[src/design/qdbd_pkg.sv]
// Shared types and constants of the QOI decoder with box downscaler.
package qdbd_pkg;

    localparam int HASH_ENTRIES = 64;
    localparam int HASH_AW      = 6;
    localparam int COL_W        = 9;
    localparam int ROW_W        = 16;
    localparam int CNT_W        = 6;
    localparam int CFG_IDX_W    = 3;
    localparam int CFG_DATA_W   = 16;

    localparam logic [CFG_IDX_W-1:0] CFG_IMAGE_WIDTH       = 3'd0;
    localparam logic [CFG_IDX_W-1:0] CFG_IMAGE_HEIGHT      = 3'd1;
    localparam logic [CFG_IDX_W-1:0] CFG_SCALE             = 3'd2;
    localparam logic [CFG_IDX_W-1:0] CFG_VISIBLE_WIDTH     = 3'd3;
    localparam logic [CFG_IDX_W-1:0] CFG_FIRST_VISIBLE_ROW = 3'd4;
    localparam logic [CFG_IDX_W-1:0] CFG_END_VISIBLE_ROW   = 3'd5;

    localparam logic [7:0] OP_RGB  = 8'hFE;
    localparam logic [7:0] OP_RGBA = 8'hFF;
    localparam logic [1:0] OP_INDEX = 2'd0;
    localparam logic [1:0] OP_DIFF  = 2'd1;
    localparam logic [1:0] OP_LUMA  = 2'd2;
    localparam logic [1:0] OP_RUN   = 2'd3;

    localparam logic [7:0] SNAP_LEVEL = 8'd220;

    typedef struct packed {
        logic [COL_W-1:0] image_width;
        logic [ROW_W-1:0] image_height;
        logic [4:0]       scale;
        logic [COL_W-1:0] visible_width;
        logic [ROW_W-1:0] first_visible_row;
        logic [ROW_W-1:0] end_visible_row;
    } t_cfg;

    // one queue entry: a decoded pixel repeated cnt times, or a new-image marker
    typedef struct packed {
        logic             start;
        logic [7:0]       red;
        logic [7:0]       green;
        logic [7:0]       blue;
        logic [CNT_W-1:0] cnt;
    } t_pix_cmd;

endpackage

[src/design/qdbd_queue.sv]
// Small register queue between the chunk decoder and the downscaler.
module qdbd_queue
    import qdbd_pkg::*;
#(
    parameter int DEPTH = 4
) (
    input  logic     i_clk,
    input  logic     i_rst_n,
    input  logic     i_push,
    input  t_pix_cmd i_data,
    output logic     o_full,
    input  logic     i_pop,
    output t_pix_cmd o_data,
    output logic     o_empty
);
    localparam int AW = $clog2(DEPTH);

    t_pix_cmd         r_mem [DEPTH];
    logic [AW-1:0]    r_wp, r_rp;
    logic [AW:0]      r_cnt;

    assign o_full  = (r_cnt == (AW+1)'(DEPTH));
    assign o_empty = (r_cnt == '0);
    assign o_data  = r_mem[r_rp];

    always_ff @(posedge i_clk) begin
        if (i_push && !o_full) begin
            r_mem[r_wp] <= i_data;
        end
    end

    always_ff @(posedge i_clk) begin
        if (!i_rst_n) begin
            r_wp  <= '0;
            r_rp  <= '0;
            r_cnt <= '0;
        end else begin
            if (i_push && !o_full) begin
                r_wp <= (r_wp == AW'(DEPTH-1)) ? '0 : r_wp + 1'b1;
            end
            if (i_pop && !o_empty) begin
                r_rp <= (r_rp == AW'(DEPTH-1)) ? '0 : r_rp + 1'b1;
            end
            r_cnt <= r_cnt + (AW+1)'(i_push && !o_full) - (AW+1)'(i_pop && !o_empty);
        end
    end
endmodule

[config.mk]
export PLATFORM = sky130hd
export DESIGN_NAME = qdbd_queue
export DESIGN_NICKNAME = d
export VERILOG_FILES = /design/src/design/qdbd_pkg.sv /design/src/design/qdbd_queue.sv
export SDC_FILE = /design/constraint.sdc
export NUM_CORES = 1
export LEC_CHECK = 0
export BUFFER_PORTS_ARGS = -buffer_cell sky130_fd_sc_hd__buf_4
export CAP_MARGIN = 20
export CORE_ASPECT_RATIO = 0.7
export CORE_UTILIZATION = 33
export CTS_CLUSTER_DIAMETER = 40
export DETAILED_ROUTE_END_ITERATION = 6
export PLACE_DENSITY = 0.6
export SLEW_MARGIN = 25
export SYNTH_ARGS = -nofsm -noshare
export SYNTH_HDL_FRONTEND = slang
export SYNTH_SLANG_ARGS = --single-unit
[constraint.sdc]
create_clock -name i_clk -period 2.66 [get_ports i_clk]
set_input_delay 0.266 -clock i_clk [delete_from_list [all_inputs] [get_ports i_clk]]
set_output_delay 0.266 -clock i_clk [all_outputs]
set_load 0.02 [all_outputs]
; ---- Yosys cells after proc, flatten, opt, wreduce, memory -nomap -nowiden
; Memories as Yosys holds them, arrays and structs flattened. A register that Yosys moved wholly into a read port is not among the register bits.
; Index checks and enable logic that the tools add are counted.
[totals]
regBits = 7
ramBits = 124
n_memories = 1
[op_classes]
n_eq_ne = 3
n_addsub = 4
n_mux = 6
n_reduce_logical = 5
[mem_list]
columns = memory, depth, width, rd, rd_clocked_by_memory_dff, write_ports, line
row1 = r_mem, 4, 31, 1, 1, 1, qdbd_queue.sv:18  ; t_pix_cmd r_mem [DEPTH];
[ops]
columns = operator, count
row1 = $mux 2, 4
row2 = $add 2x1->2 const B, 2
row3 = $eq 2x2->1 const B, 2
row4 = $add 3x1->3, 1
row5 = $eq 3x3->1 const B, 1
row6 = $logic_not 3->1, 1
row7 = $sub 3x1->3, 1
row8 = $logic_and 1x1->1, 2
row9 = $logic_not 1->1, 2
row10 = $mux 1, 2

; ---- Depth between registers and ports, before layout
[logic_depth]
word_depth = 5
depth_mapped = 11

; ---- Worst setup path after synthesis
; No wires, ideal clock.
[synth_timing]
kind = reg-to-reg
from = reg r_cnt[2]
to = reg r_cnt[2]
n_path_buf = 1
arrival_ns = 2.093
slack_ns = 0.453
path_stages_with_launch = 12
period_less_slack_ns = 2.207
path_cell_list = dfxtp_1 nor3b_2 nor2b_1 buf_6 inv_1 ha_1 inv_1 ha_1 fa_1 xnor2_1 xnor2_1 and2_1
[synth_via]
elab_chain_len = 5
[synth_rtl]
columns = element, line
row1 = from (decl), qdbd_queue.sv:20  ; logic [AW:0] r_cnt;
row2 = from (signal assigned), qdbd_queue.sv:44  ; r_cnt <= r_cnt + (AW+1)'(i_push && !o_full) - (AW+1)'(i_pop && !o_empty);
row3 = $eq 3x3->1, qdbd_queue.sv:22  ; assign o_full = (r_cnt == (AW+1)'(DEPTH));
row4 = named net o_full, qdbd_queue.sv:11  ; output logic o_full,
row5 = $logic_not 1->1, qdbd_queue.sv:44
row6 = $logic_and 1x1->1, qdbd_queue.sv:44
row7 = $add 3x1->3, qdbd_queue.sv:44
row8 = $sub 3x1->3, qdbd_queue.sv:44
; The timed path passes the listed nets, and every way through them passes these cells.
; A chain may end at the register's enable or synchronous reset.

==> results.cfg <==
[final_layout]
drive_gt1_share_pct = 46.2
finalNetCount = 344
multi_input_area_um2 = 977
final_cells = 509
mostFrequentLayoutCell = edfxtp_1
final_area_mm2 = 0.00638
diodes = 0
area.sequential_mm2 = 0.00391
fillers = 1251
layout_common_cells = edfxtp_1 (124), buf_4 (72), mux4_2 (30), clkbuf_16 (17)
syn2layout_area_growth_pct = 28.4

[synth]
ys_seq_area_share_pct = 78.6
synth.distinct_cells = 21
post-synth-top-area-cell = edfxtp_1
synth_nets = 257
synth_top_area_share_pct = 75.0
synth.area.top_cells = edfxtp_1 (75%), mux4_2 (14%), dfxtp_1 (3.6%)
yosysWarnings = 0
synth.avg_cell_area_um2 = 23.2
syn_inst = 214
yosys_register_bits = 133
syn_area_mm2 = 0.00497

[timing]
fin_crit_ps = 2210
grt_setup_unrepaired = no
fin_crit_sh_pct = 83.0
finalHoldViolations = 0
fmax_mhz = 453
worst_slew_pin_slew_ps = 481
fin_setup_tns_ps = 0
clock_skew_ps = 5.76
setup_slack_ps = 454
relSlewSlack_pct = 67.9
setup_violations = 0
slew_violations = 0

[pwr]
p_sw_mw = 1.76
ir_worst_vdd_uv = 512
power_density_mw_per_mm2 = 1030
power.internal_mw = 4.78
p_leak_nw = 2.21
p_total_mw = 6.54
sw_frac_of_total_pct = 27.0
seqPwrFrac_pct = 40.4
clkPwrFrac_pct = 35.8
p_comb_share_pct = 23.8

[cts]
h-tree-depth = 4
cts_setup_buffers = 0
cts_buffers = 17
postCtsHoldBufs = 0
clockBufferDepth = 2
root_buffer = clkbuf_16
clock_latency_ps = 400
cts_tree = done
clock_sinks = 133
cts_resized = 0
clk_pin_slew_ps = 60

[place]
gp_congestion = 0.655
io_buffers = 67
dpl_cell_area_mm2 = 0.00577
post-place-ws_ps = 508
dp.cells = 477
detailed_place_hpwl_um = 5520

[setup_path]
ff2ff_path_depth = 9
path_max_fanout = 16
slowest_delay_ps = 630
cp_cell_sequence = buf_4 > mux4_2 > buf_4
crit_type = flip-flop to primary output
required_ps = 2390
critPathSlowestCell = dfxtp_2
worst_path_most_repeated_cell = buf_4
critPathLaunchType = flip-flop
endpoint_kind = primary output
worstPathArrival_ps = 1940

[run]
drv_cap = 0

[grt]
antenna_found_initial = 0
grt_max_degree = 21
gr-usage-all-layers_pct = 12.8
gr-total-overflow = 0
grt_pass1_vias = 2571
grt_pass1_wl_um = 14100

[routing]
drt_iter0_drc = 116
via_per_inst = 4.57
ant_nets = 0
drt_wl_total_um = 9090
drt_pass1_iterations = 6
wl_per_cell_um = 17.9
drc_errors = 0
dr_total_vias = 2327

[floorplan]
io_pins = 68
dieHeight_um = 105
die-area_mm2 = 0.0156
core_mm2 = 0.0147
initial_core_util_pct = 33.8
die_w_um = 149
rows = 37

[hold_path]
min_path_cells = 1
hold_class = input pin to flip-flop

[run_status]
status = complete, no violations
registers in the layout, indices dropped and copies added (netlist names), named ones only:
register  cells
r_mem       124
r_cnt         3
r_rp          2
r_wp          2
layout make-up:
cell class,count,area share (%)
Tap cell,195,3.83
Sequential cell,133,61.2
Clock inverter,15,2.81
Multi-Input combinational cell,66,15.3
Clock buffer,17,6.67
Inverter,7,0.412
Timing Repair Buffer,76,9.73
cells in the mapped netlist:
| library cell | instances |
|---|---|
| mux4_2 | 30 |
| ha_1 | 7 |
| nor3b_2 | 1 |
| mux4_1 | 1 |
| inv_1 | 7 |
| nor2b_1 | 1 |
| clkbuf_1 | 1 |
| and2_1 | 7 |
| edfxtp_1 | 124 |
| xnor2_1 | 2 |
| buf_6 | 4 |
| nor2_1 | 2 |
| fa_1 | 1 |
| nor3_1 | 1 |
| nand3_1 | 2 |
| o21ai_0 | 2 |
| dfxtp_1 | 9 |
| o31ai_1 | 1 |
| buf_2 | 3 |
| mux2i_1 | 2 |
| nand2_1 | 6 |
final timing paths:
kind              slack (ps)                     end            startpoint
hold reg to reg          500    r_wp[1]$_SDFFE_PN0P_  r_wp[1]$_SDFFE_PN0P_
setup / recovery         450               o_data[5]             flip-flop
setup reg to reg         500     r_cnt[2]$_SDFF_PN0_   r_cnt[1]$_SDFF_PN0_
hold / removal            60  r_mem[1][30]$_DFFE_PP_            i_data[30]
power by group through the flow:
stage               sequential (mW)  clock [mW]  combinational [mW]
finish                         2.64        2.34                1.55
global route                   2.67        2.50                1.68
CTS                            2.65        2.40                1.60
detailed placement             2.69           0                1.59
global placement               2.67           0                1.57
floorplan                      2.65           0               0.996
cell families after synthesis:
logic type | count (synthesis) | share of synthesized area, %
buf+inv | 15 | 1.81
xor+xnor | 2 | 0.353
mux | 33 | 14.5
fa+ha+maj | 8 | 2.17
flops | 133 | 78.6
compound gates | 3 | 0.353
simple gates | 20 | 2.17
per-layer routing:
| metal | global-route usage (%) | up-vias | routed length, um |
|---|---|---|---|
| met2 | 19.7 | 62 | 4400 |
| met4 | 5.30 | 0 | 115 |
| met1 | 16.1 | 1198 | 4020 |
| met5 | 0 | - | 0 |
| met3 | 5.07 | 12 | 566 |
| li1 | - | 1055 | - |
per-stage QoR:
stage | util [%] | hold slack, ps
floorplan | - | 365
global placement | 39.3 | 466
detailed placement | 39.3 | 469
CTS | 43.5 | 41.5
global route | 43.5 | 38.5
finish | 43.5 | 59.5
critical path: cells and delay by family (launching register included):
family	cells	cell delay [ps]
mux	1	360
flops	1	630
buf+inv	2	550
Note: power is estimated with default switching activity, not from simulation.
