### src/design/qdbd_pkg.sv
// Shared types and constants of the QOI decoder with box downscaler.
package qdbd_pkg;

    localparam int HASH_ENTRIES = 64;
    localparam int HASH_AW      = 6;
    localparam int COL_W        = 9;
    localparam int ROW_W        = 16;
    localparam int CNT_W        = 6;
    localparam int CFG_IDX_W    = 3;
    localparam int CFG_DATA_W   = 16;

    localparam logic [CFG_IDX_W-1:0] CFG_IMAGE_WIDTH       = 3'd0;
    localparam logic [CFG_IDX_W-1:0] CFG_IMAGE_HEIGHT      = 3'd1;
    localparam logic [CFG_IDX_W-1:0] CFG_SCALE             = 3'd2;
    localparam logic [CFG_IDX_W-1:0] CFG_VISIBLE_WIDTH     = 3'd3;
    localparam logic [CFG_IDX_W-1:0] CFG_FIRST_VISIBLE_ROW = 3'd4;
    localparam logic [CFG_IDX_W-1:0] CFG_END_VISIBLE_ROW   = 3'd5;

    localparam logic [7:0] OP_RGB  = 8'hFE;
    localparam logic [7:0] OP_RGBA = 8'hFF;
    localparam logic [1:0] OP_INDEX = 2'd0;
    localparam logic [1:0] OP_DIFF  = 2'd1;
    localparam logic [1:0] OP_LUMA  = 2'd2;
    localparam logic [1:0] OP_RUN   = 2'd3;

    localparam logic [7:0] SNAP_LEVEL = 8'd220;

    typedef struct packed {
        logic [COL_W-1:0] image_width;
        logic [ROW_W-1:0] image_height;
        logic [4:0]       scale;
        logic [COL_W-1:0] visible_width;
        logic [ROW_W-1:0] first_visible_row;
        logic [ROW_W-1:0] end_visible_row;
    } t_cfg;

    // one queue entry: a decoded pixel repeated cnt times, or a new-image marker
    typedef struct packed {
        logic             start;
        logic [7:0]       red;
        logic [7:0]       green;
        logic [7:0]       blue;
        logic [CNT_W-1:0] cnt;
    } t_pix_cmd;

endpackage

### src/design/qdbd_ram.sv
// Generic single-write, single-read RAM with registered read data.
module qdbd_ram #(
    parameter int WIDTH = 32,
    parameter int DEPTH = 64
) (
    input  logic                     i_clk,
    input  logic                     i_wr_en,
    input  logic [$clog2(DEPTH)-1:0] i_waddr,
    input  logic [WIDTH-1:0]         i_wdata,
    input  logic [$clog2(DEPTH)-1:0] i_raddr,
    output logic [WIDTH-1:0]         o_rdata
);
    logic [WIDTH-1:0] r_mem [DEPTH];
    logic [WIDTH-1:0] r_rdata;

    always_ff @(posedge i_clk) begin
        if (i_wr_en) begin
            r_mem[i_waddr] <= i_wdata;
        end
        r_rdata <= r_mem[i_raddr];
    end

    assign o_rdata = r_rdata;
endmodule

### src/design/qdbd_front.sv
// Chunk decoder: takes stream bytes, keeps the colour hash and previous pixel.
module qdbd_front
    import qdbd_pkg::*;
#(
    parameter int MAX_WIDTH = 320
) (
    input  logic       i_clk,
    input  logic       i_rst_n,
    input  t_cfg       i_cfg,
    input  logic       i_valid,
    output logic       o_ready,
    input  logic       i_cmd,
    input  logic [7:0] i_byte,
    output logic       o_push,
    output t_pix_cmd   o_cmd,
    input  logic       i_full
);
    localparam int TOT_W = COL_W + ROW_W;
    localparam logic [1:0] F_IDLE = 2'd0;
    localparam logic [1:0] F_EXEC = 2'd1;
    localparam logic [1:0] F_PUSH = 2'd2;

    logic [1:0]  r_state;
    logic        r_cmd;
    logic [7:0]  r_byte;
    logic [1:0]  r_phase;
    logic [31:0] r_gath;
    logic [1:0]  r_gcnt;
    logic [7:0]  r_pr, r_pg, r_pb, r_pa;
    logic [HASH_ENTRIES-1:0] r_hvalid;
    logic [TOT_W-1:0] r_done, r_total;
    t_pix_cmd    r_ent;

    logic [31:0] hash_rd, entry;
    logic        pix;
    logic [7:0]  nr, ng, nb, na, vg;
    logic [CNT_W-1:0] ncnt;
    logic [1:0]  n_phase, n_gcnt;
    logic [31:0] n_gath, gath2;
    logic [2:0]  gnext;
    logic [HASH_AW-1:0] hidx;
    logic        ignore;

    function automatic logic [HASH_AW-1:0] hash_of(input logic [7:0] r, g, b, a);
        hash_of = HASH_AW'(10'(r) * 10'd3 + 10'(g) * 10'd5 + 10'(b) * 10'd7
                          + 10'(a) * 10'd11);
    endfunction

    qdbd_ram #(.WIDTH(32), .DEPTH(HASH_ENTRIES)) u_hash (
        .i_clk   (i_clk),
        .i_wr_en (r_state == F_EXEC && !r_cmd && !ignore && pix),
        .i_waddr (hidx),
        .i_wdata ({nr, ng, nb, na}),
        .i_raddr (i_byte[HASH_AW-1:0]),
        .o_rdata (hash_rd)
    );

    assign o_ready = (r_state == F_IDLE);
    assign o_push  = (r_state == F_PUSH);
    assign o_cmd   = r_ent;

    assign ignore = (i_cfg.image_width == '0)
                 || (11'(i_cfg.image_width) > 11'(MAX_WIDTH))
                 || (i_cfg.image_height == '0)
                 || (r_done >= r_total);
    assign entry  = r_hvalid[r_byte[HASH_AW-1:0]] ? hash_rd : 32'd0;
    assign vg     = {2'b00, r_gath[5:0]} + 8'd224;
    assign gath2  = {r_gath[23:0], r_byte};
    assign gnext  = {1'b0, r_gcnt} + 3'd1;
    assign hidx   = hash_of(nr, ng, nb, na);

    always_comb begin
        pix     = 1'b0;
        nr      = r_pr;
        ng      = r_pg;
        nb      = r_pb;
        na      = r_pa;
        ncnt    = CNT_W'(1);
        n_phase = r_phase;
        n_gath  = r_gath;
        n_gcnt  = r_gcnt;
        unique case (r_phase)
            2'd0: begin
                if (r_byte == OP_RGB) begin
                    n_phase = 2'd2;
                    n_gath  = '0;
                    n_gcnt  = '0;
                end else if (r_byte == OP_RGBA) begin
                    n_phase = 2'd3;
                    n_gath  = '0;
                    n_gcnt  = '0;
                end else begin
                    unique case (r_byte[7:6])
                        OP_INDEX: begin
                            pix = 1'b1;
                            {nr, ng, nb, na} = entry;
                        end
                        OP_DIFF: begin
                            pix = 1'b1;
                            nr  = r_pr + {6'b0, r_byte[5:4]} - 8'd2;
                            ng  = r_pg + {6'b0, r_byte[3:2]} - 8'd2;
                            nb  = r_pb + {6'b0, r_byte[1:0]} - 8'd2;
                        end
                        OP_LUMA: begin
                            n_gath  = {24'b0, r_byte};
                            n_phase = 2'd1;
                        end
                        default: begin
                            pix  = 1'b1;
                            ncnt = r_byte[5:0] + CNT_W'(1);
                        end
                    endcase
                end
            end
            2'd1: begin
                pix     = 1'b1;
                nr      = r_pr + vg + {4'b0, r_byte[7:4]} + 8'd248;
                ng      = r_pg + vg;
                nb      = r_pb + vg + {4'b0, r_byte[3:0]} + 8'd248;
                n_phase = 2'd0;
            end
            default: begin
                n_gath = gath2;
                n_gcnt = gnext[1:0];
                if (gnext == ((r_phase == 2'd2) ? 3'd3 : 3'd4)) begin
                    pix     = 1'b1;
                    n_phase = 2'd0;
                    n_gcnt  = '0;
                    if (r_phase == 2'd2) begin
                        {nr, ng, nb} = gath2[23:0];
                        na = 8'd255;
                    end else begin
                        {nr, ng, nb, na} = gath2;
                    end
                end
            end
        endcase
    end

    always_ff @(posedge i_clk) begin
        r_total <= TOT_W'(i_cfg.image_width) * TOT_W'(i_cfg.image_height);
        if (r_state == F_IDLE) begin
            r_cmd  <= i_cmd;
            r_byte <= i_byte;
        end
        if (r_state == F_EXEC) begin
            r_ent.start <= r_cmd;
            r_ent.red   <= nr;
            r_ent.green <= ng;
            r_ent.blue  <= nb;
            r_ent.cnt   <= ncnt;
        end
    end

    always_ff @(posedge i_clk) begin
        if (!i_rst_n) begin
            r_state  <= F_IDLE;
            r_phase  <= '0;
            r_gath   <= '0;
            r_gcnt   <= '0;
            r_pr     <= '0;
            r_pg     <= '0;
            r_pb     <= '0;
            r_pa     <= 8'd255;
            r_hvalid <= '0;
            r_done   <= '0;
        end else begin
            unique case (r_state)
                F_IDLE: begin
                    if (i_valid) begin
                        r_state <= F_EXEC;
                    end
                end
                F_EXEC: begin
                    if (r_cmd) begin
                        r_phase  <= '0;
                        r_gath   <= '0;
                        r_gcnt   <= '0;
                        r_pr     <= '0;
                        r_pg     <= '0;
                        r_pb     <= '0;
                        r_pa     <= 8'd255;
                        r_hvalid <= '0;
                        r_done   <= '0;
                        r_state  <= F_PUSH;
                    end else if (ignore) begin
                        r_state <= F_IDLE;
                    end else begin
                        r_phase <= n_phase;
                        r_gath  <= n_gath;
                        r_gcnt  <= n_gcnt;
                        if (pix) begin
                            r_pr           <= nr;
                            r_pg           <= ng;
                            r_pb           <= nb;
                            r_pa           <= na;
                            r_hvalid[hidx] <= 1'b1;
                            r_done         <= r_done + TOT_W'(ncnt);
                            r_state        <= F_PUSH;
                        end else begin
                            r_state <= F_IDLE;
                        end
                    end
                end
                F_PUSH: begin
                    if (!i_full) begin
                        r_state <= F_IDLE;
                    end
                end
                default: r_state <= F_IDLE;
            endcase
        end
    end
endmodule

### config.mk
export PLATFORM = sky130hd
export DESIGN_NAME = qdbd_front
export DESIGN_NICKNAME = d
export VERILOG_FILES = /design/src/design/qdbd_pkg.sv /design/src/design/qdbd_ram.sv /design/src/design/qdbd_front.sv
export SDC_FILE = /design/constraint.sdc
export NUM_CORES = 2
export LEC_CHECK = 0
export ABC_AREA = 0
export BUFFER_PORTS_ARGS = -buffer_cell sky130_fd_sc_hd__buf_4
export CAP_MARGIN = 5
export CORE_MARGIN = 3
export CORE_UTILIZATION = 35
export CTS_CLUSTER_SIZE = 40
export DETAILED_ROUTE_END_ITERATION = 10
export SLEW_MARGIN = 20
export SYNTH_ARGS = -nofsm -noshare
export SYNTH_HDL_FRONTEND = slang
export SYNTH_HIERARCHICAL = 1
export SYNTH_SLANG_ARGS = --single-unit
### constraint.sdc
create_clock -name i_clk -period 34.3 [get_ports i_clk]
set_input_delay 1.715 -clock i_clk [delete_from_list [all_inputs] [get_ports i_clk]]
set_output_delay 1.715 -clock i_clk [all_outputs]
set_load 0.05 [all_outputs]
; ---- Word-level counts from Yosys, hierarchy flattened
; Memories as Yosys holds them, arrays and structs flattened. A register that Yosys moved wholly into a read port is not among the register bits.
; Index checks and enable logic that the tools add are counted.
[totals]
ramBits = 2048
output_inout_bits = 33
regBits = 216
memories = 1
inputBits = 84
word_cells = 171
[classes]
addsub = 20
eq_ne = 15
reduce_logical = 22
magnitude_cmp = 5
muxes = 84
bitwise = 1
multipliers = 5
[mem_list]
columns = name, depth, word_bits, read_ports, rd_ports_with_merged_regs, wr, line
row1 = u_hash.r_mem, 64, 32, 1, 1, 1, qdbd_ram.sv:13  ; logic [WIDTH-1:0] r_mem [DEPTH];
[ops]
columns = cell, n
row1 = $mux 8, 29
row2 = $mux 64, 3
row3 = $mux 24, 5
row4 = $pmux 8 s2, 7
row5 = $mux 25, 3
row6 = $or 64x64->64, 1
row7 = $pmux 24 s2, 1
row8 = $mux 2, 16
row9 = $mux 32, 1
row10 = $add 25x6->25, 1
row11 = $ge 25x25->1, 1
row12 = $mul 9x16->25, 1
row13 = $add 8x2->8, 3
row14 = $add 8x8->8, 3
row15 = $mux 6, 4
row16 = $sub 8x2->8 const B, 3
row17 = $add 6x6->6, 3
row18 = $add 8x4->8, 2
row19 = $add 8x8->8 const B, 2
row20 = $eq 8x8->1 const B, 2
row21 = $logic_not 16->1, 1
row22 = $mul 8x3->6 const B, 2
row23 = $lt 6x7->1 const B, 2
row24 = $reduce_and 4->1, 3
row25 = 30 further kinds, 53

; ---- Longest topological paths before layout
[depth]
depth_word = 19
ltp_mapped = 33
ltp_nobuf = 30

; ---- Hierarchy
; Netlist, hierarchy kept.
[modules_own_cells]
columns = module, seq_area_each_um2, n_inst, area_per_inst_um2, cells_per_inst
row1 = qdbd_ram, 62139.6, 1, 79039.6, 3511
row2 = qdbd_front, 4724.5, 1, 18291.3, 2084

; ---- Worst setup path after synthesis
; OpenSTA, ideal clock, no wires.
[synth_path]
path_type = flip-flop to flip-flop
start = reg r_byte[0]
end = mem u_hash.r_mem[10][0] (enable)
t_arrival_ps = 11754
setup_ps = 421
stages_incl_launch_ff = 34
required_ps = 33879
period_less_slack_ps = 12175
path_buffers = 5
slack_ps = 22125
cell_sequence = edfxtp_1 buf_4 buf_6 mux2i_1 a311o_1 o31ai_2 nor3_2 nor2_2 clkbuf_1 a221oi_1 a211oi_1 a21oi_1 o21ai_0 ha_1 inv_1 fa_1 inv_1 fa_1 fa_1 inv_1 fa_1 inv_1 ha_1 a21o_1 a21oi_1 xnor2_1 xnor2_1 xor2_1 xnor2_1 xnor3_2 clkbuf_1 or3b_2 clkbuf_1 nor2_1
[synth_via]
elab_chain_len = 11
word_cells_on_any_way = 42
cone_classes = add/sub (7) / mul (4) / eq/ne (2) / mux (28) / reduce/logical (1)
[synth_lines]
columns = item, line
row1 = from (decl), qdbd_front.sv:25  ; logic [7:0] r_byte;
row2 = from (signal assigned), qdbd_front.sv:144  ; r_byte <= i_byte;
row3 = $bmux 1 s6, qdbd_front.sv:66  ; assign entry = r_hvalid[r_byte[HASH_AW-1:0]] ? hash_rd : 32'd0;
row4 = $mux 1 (not written as such), qdbd_front.sv:66
row5 = $mux 32, qdbd_front.sv:66
row6 = $pmux 8 s2, qdbd_front.sv:93  ; unique case (r_byte[7:6])
row7 = $mux 8, qdbd_front.sv:88  ; end else if (r_byte == OP_RGBA) begin
row8 = $mux 8 *, qdbd_front.sv:84  ; if (r_byte == OP_RGB) begin
row9 = $pmux 8 s2 *, qdbd_front.sv:82  ; unique case (r_phase)
row10 = net ng[2], qdbd_front.sv:36  ; logic [7:0] nr, ng, nb, na, vg;
row11 = $mul 8x3->6 *, qdbd_front.sv:45  ; hash_of = HASH_AW'(10'(r) * 10'd3 + 10'(g) * 10'd5 + 10'(b) * 10'd7
row12 = $add 6x6->6 * (2 in a row), qdbd_front.sv:45
row13 = $add 6x6->6 *, qdbd_front.sv:46  ; + 10'(a) * 10'd11);
row14 = net hidx[5], qdbd_front.sv:41  ; logic [HASH_AW-1:0] hidx;
row15 = to (decl), qdbd_ram.sv:13
; Mark *: on every way through the listed nets, which the timed path passes. The rest lies on a longest branch. The select of a mux whose other input is x is not followed.

; ---- Final worst setup path
[layout_path]
start = reg r_byte[3]
end = mem u_hash.r_mem[37][11] (enable)
[layout_via]
word_cells_on_any_way = 42
cone_classes = add/sub (7) / mul (4) / eq/ne (2) / mux (28) / reduce/logical (1)
[layout_lines]
columns = item, line
row1 = $bmux 1 s6, qdbd_front.sv:66
row2 = $mux 1 (not written as such), qdbd_front.sv:66
row3 = $mux 32, qdbd_front.sv:66
row4 = $pmux 8 s2, qdbd_front.sv:93
row5 = $mux 8, qdbd_front.sv:88
row6 = $mux 8 *, qdbd_front.sv:84
row7 = $pmux 8 s2 *, qdbd_front.sv:82
row8 = net nb[2], qdbd_front.sv:36
row9 = $mul 8x3->6 *, qdbd_front.sv:45
row10 = $add 6x6->6 *, qdbd_front.sv:45
row11 = $add 6x6->6 *, qdbd_front.sv:46
row12 = net hidx[5], qdbd_front.sv:41
; Marks and branches as above.

==> out/metrics.cfg <==
[grt]
gr-total-overflow=0
grt_pass1_wl_mm=357
grt_max_degree=100
antenna_found_initial=20
grt_util_all_layers=0.180
grt_pass1_vias=50800

[floorplanning]
fp.dieW_um=520
fp.coreArea_um2=261000
io-pin-count=117
dieArea_um2=270000
std_cell_rows=187
start_util=0.354
die_y_um=520

[sta]
timing.final.crit_share=0.336
finalSetupTns_ns=0
tightest_slew_ns=1.13
hold_viol=0
slew_violations=0
rsz0062_at_grt=false
skew_ns=0.0634
fin_crit_ns=11.53
timing.hold.ws_ns=0.445
timing.fmax_mhz=86.7
maxSlewHeadroom=0.241
setup_viol=0

[setup_path]
arrival_ns=12.04
endpoint_kind=flop
crit_slowest_cell=nor2_4
cp.required_ns=34.82
crit_start=r_byte[3]$_DFFE_PP_
cp_max_fo=67
cpMostUsedCell=fa_1
max_stage_delay_ns=0.79
crit_type=flop to flop
startpoint_type=flop
r2r_cells=31
reg2reg_from=r_byte[3]$_DFFE_PP_

[clock_tree]
cts_buffers=213
clk_path_buf_depth=3
htree_levels=4
cts_hold_buffers=0
clk_pin_slew_ns=0.06
cts_sinks=2164
cts_tree=done
clk_latency_ns=0.87
cts_resized=0
clock-root-buffer=clkbuf_16
post_cts_buffers=0

[drt]
num_vias=50800
ant_nets=0
met2_length_mm=115
first_pass_iters=5
drt-met1-wl_mm=105
drtIter0Drc=5675
met3_length_mm=19.9
wl_mm=247
drc=0
viasPerCell=5.52
wl_per_cell_um=26.9
top_layer_used=met4

[worst_hold_path]
holdPathStages=2
hp-start=r_hvalid[8]$_SDFFE_PN0P_
hold_path.class=flop to flop

[synth]
syn-cell-area_um2=92400
synth_cells=5386
yosys_warnings=6
syn_area_per_cell_um2=17.2
synth_fp_nets=5765

[pwr]
switching_share=0.345
power_density_nw_per_um2=72.5
clockPowerShare=0.305
p_switching_mw=2.61
ir_worst_vdd_uv=264
p_int_mw=4.97
seqPwrFrac=0.412
leakagePower_nw=34.6
power_frac_comb=0.283

[run]
drv_cap=0

[layout]
syn_to_final_growth_pct=13.2
multiInputGateArea_um2=27600
utilization=0.400
nets=5887
fillers=23500
drive_gt1_frac=0.198
layout_common_cells=edfxtp_1 (1960), mux4_2 (425), nand2_1 (295), inv_1 (237)
final_common_cell=edfxtp_1
seq_area_um2=62900

[place]
portBuffers=70
dp_hpwl_mm=143
place.gp.congestion=0.855

[run_status]
outcome=finished, final reports clean

## registers in the layout, indices dropped and copies added, names as in the netlist
register and count:
r_phase 2, r_pa 6, r_pb 8, u_hash/o_rdata 30, r_hvalid 64, r_pg 8, r_gath 24, r_total 25
u_hash/r_mem 1920, r_done 25, r_gcnt 2, r_byte 8, o_cmd 31, r_cmd 1, r_state 2, r_pr 8
## area by class of cell
type / instances / share of cell area
Tap cell: 3496 / 0.0418
Multi-Input combinational cell: 2657 / 0.264
Clock buffer: 261 / 0.0533
Timing Repair Buffer: 224 / 0.0171
Antenna cell: 9 / 0.000215
Sequential cell: 2164 / 0.602
Clock inverter: 138 / 0.0131
Inverter: 248 / 0.00890
## metrics by stage
step | cell area [um2] | setup slack, ns | std cells | power [mW]
after global placement | 97500 | 22.86 | 8787 | 5.28
after CTS | 105000 | 22.74 | 9188 | 7.63
after detailed placement | 97600 | 22.79 | 8789 | 5.32
final | 105000 | 22.77 | 9197 | 7.58
after global routing | 105000 | 22.28 | 9188 | 7.88
after floorplan | 92400 | 22.21 | 5386 | 4.45
## power groups by stage
| stage | logic [mW] | registers, mW | clock network [mW] |
|---|---|---|---|
| finish | 2.15 | 3.12 | 2.31 |
| floorplan | 1.26 | 3.18 | 0 |
| CTS | 2.15 | 3.12 | 2.36 |
| detailed placement | 2.14 | 3.18 | 0 |
| global placement | 2.11 | 3.17 | 0 |
| global route | 2.29 | 3.13 | 2.46 |
## layer usage
layer  vias to the layer above  GRT usage
met5                         -          0
met4                         0     0.0534
met3                       338     0.0302
met2                      2095      0.283
met1                     27000      0.256
li1                      21400          -
## worst max-delay path, delay by kind of cell (launching register included)
family          cells  cell delay (ns)
buf+inv             9             2.54
simple gates        4             2.10
flops               1             0.78
fa+ha+maj           6             2.82
xor+xnor            5             1.29
compound gates      6             1.31
mux                 1             0.28
## worst paths after layout
check	endpoint	slack, ns
hold / removal	r_hvalid[8]$_SDFFE_PN0P_	0.45
hold reg to reg	r_hvalid[8]$_SDFFE_PN0P_	0.45
setup / recovery	u_hash/r_mem[37][11]$_DFFE_PP_	22.77
setup reg to reg	u_hash/r_mem[37][11]$_DFFE_PP_	22.77
Note: power is estimated with default switching activity, not from simulation.
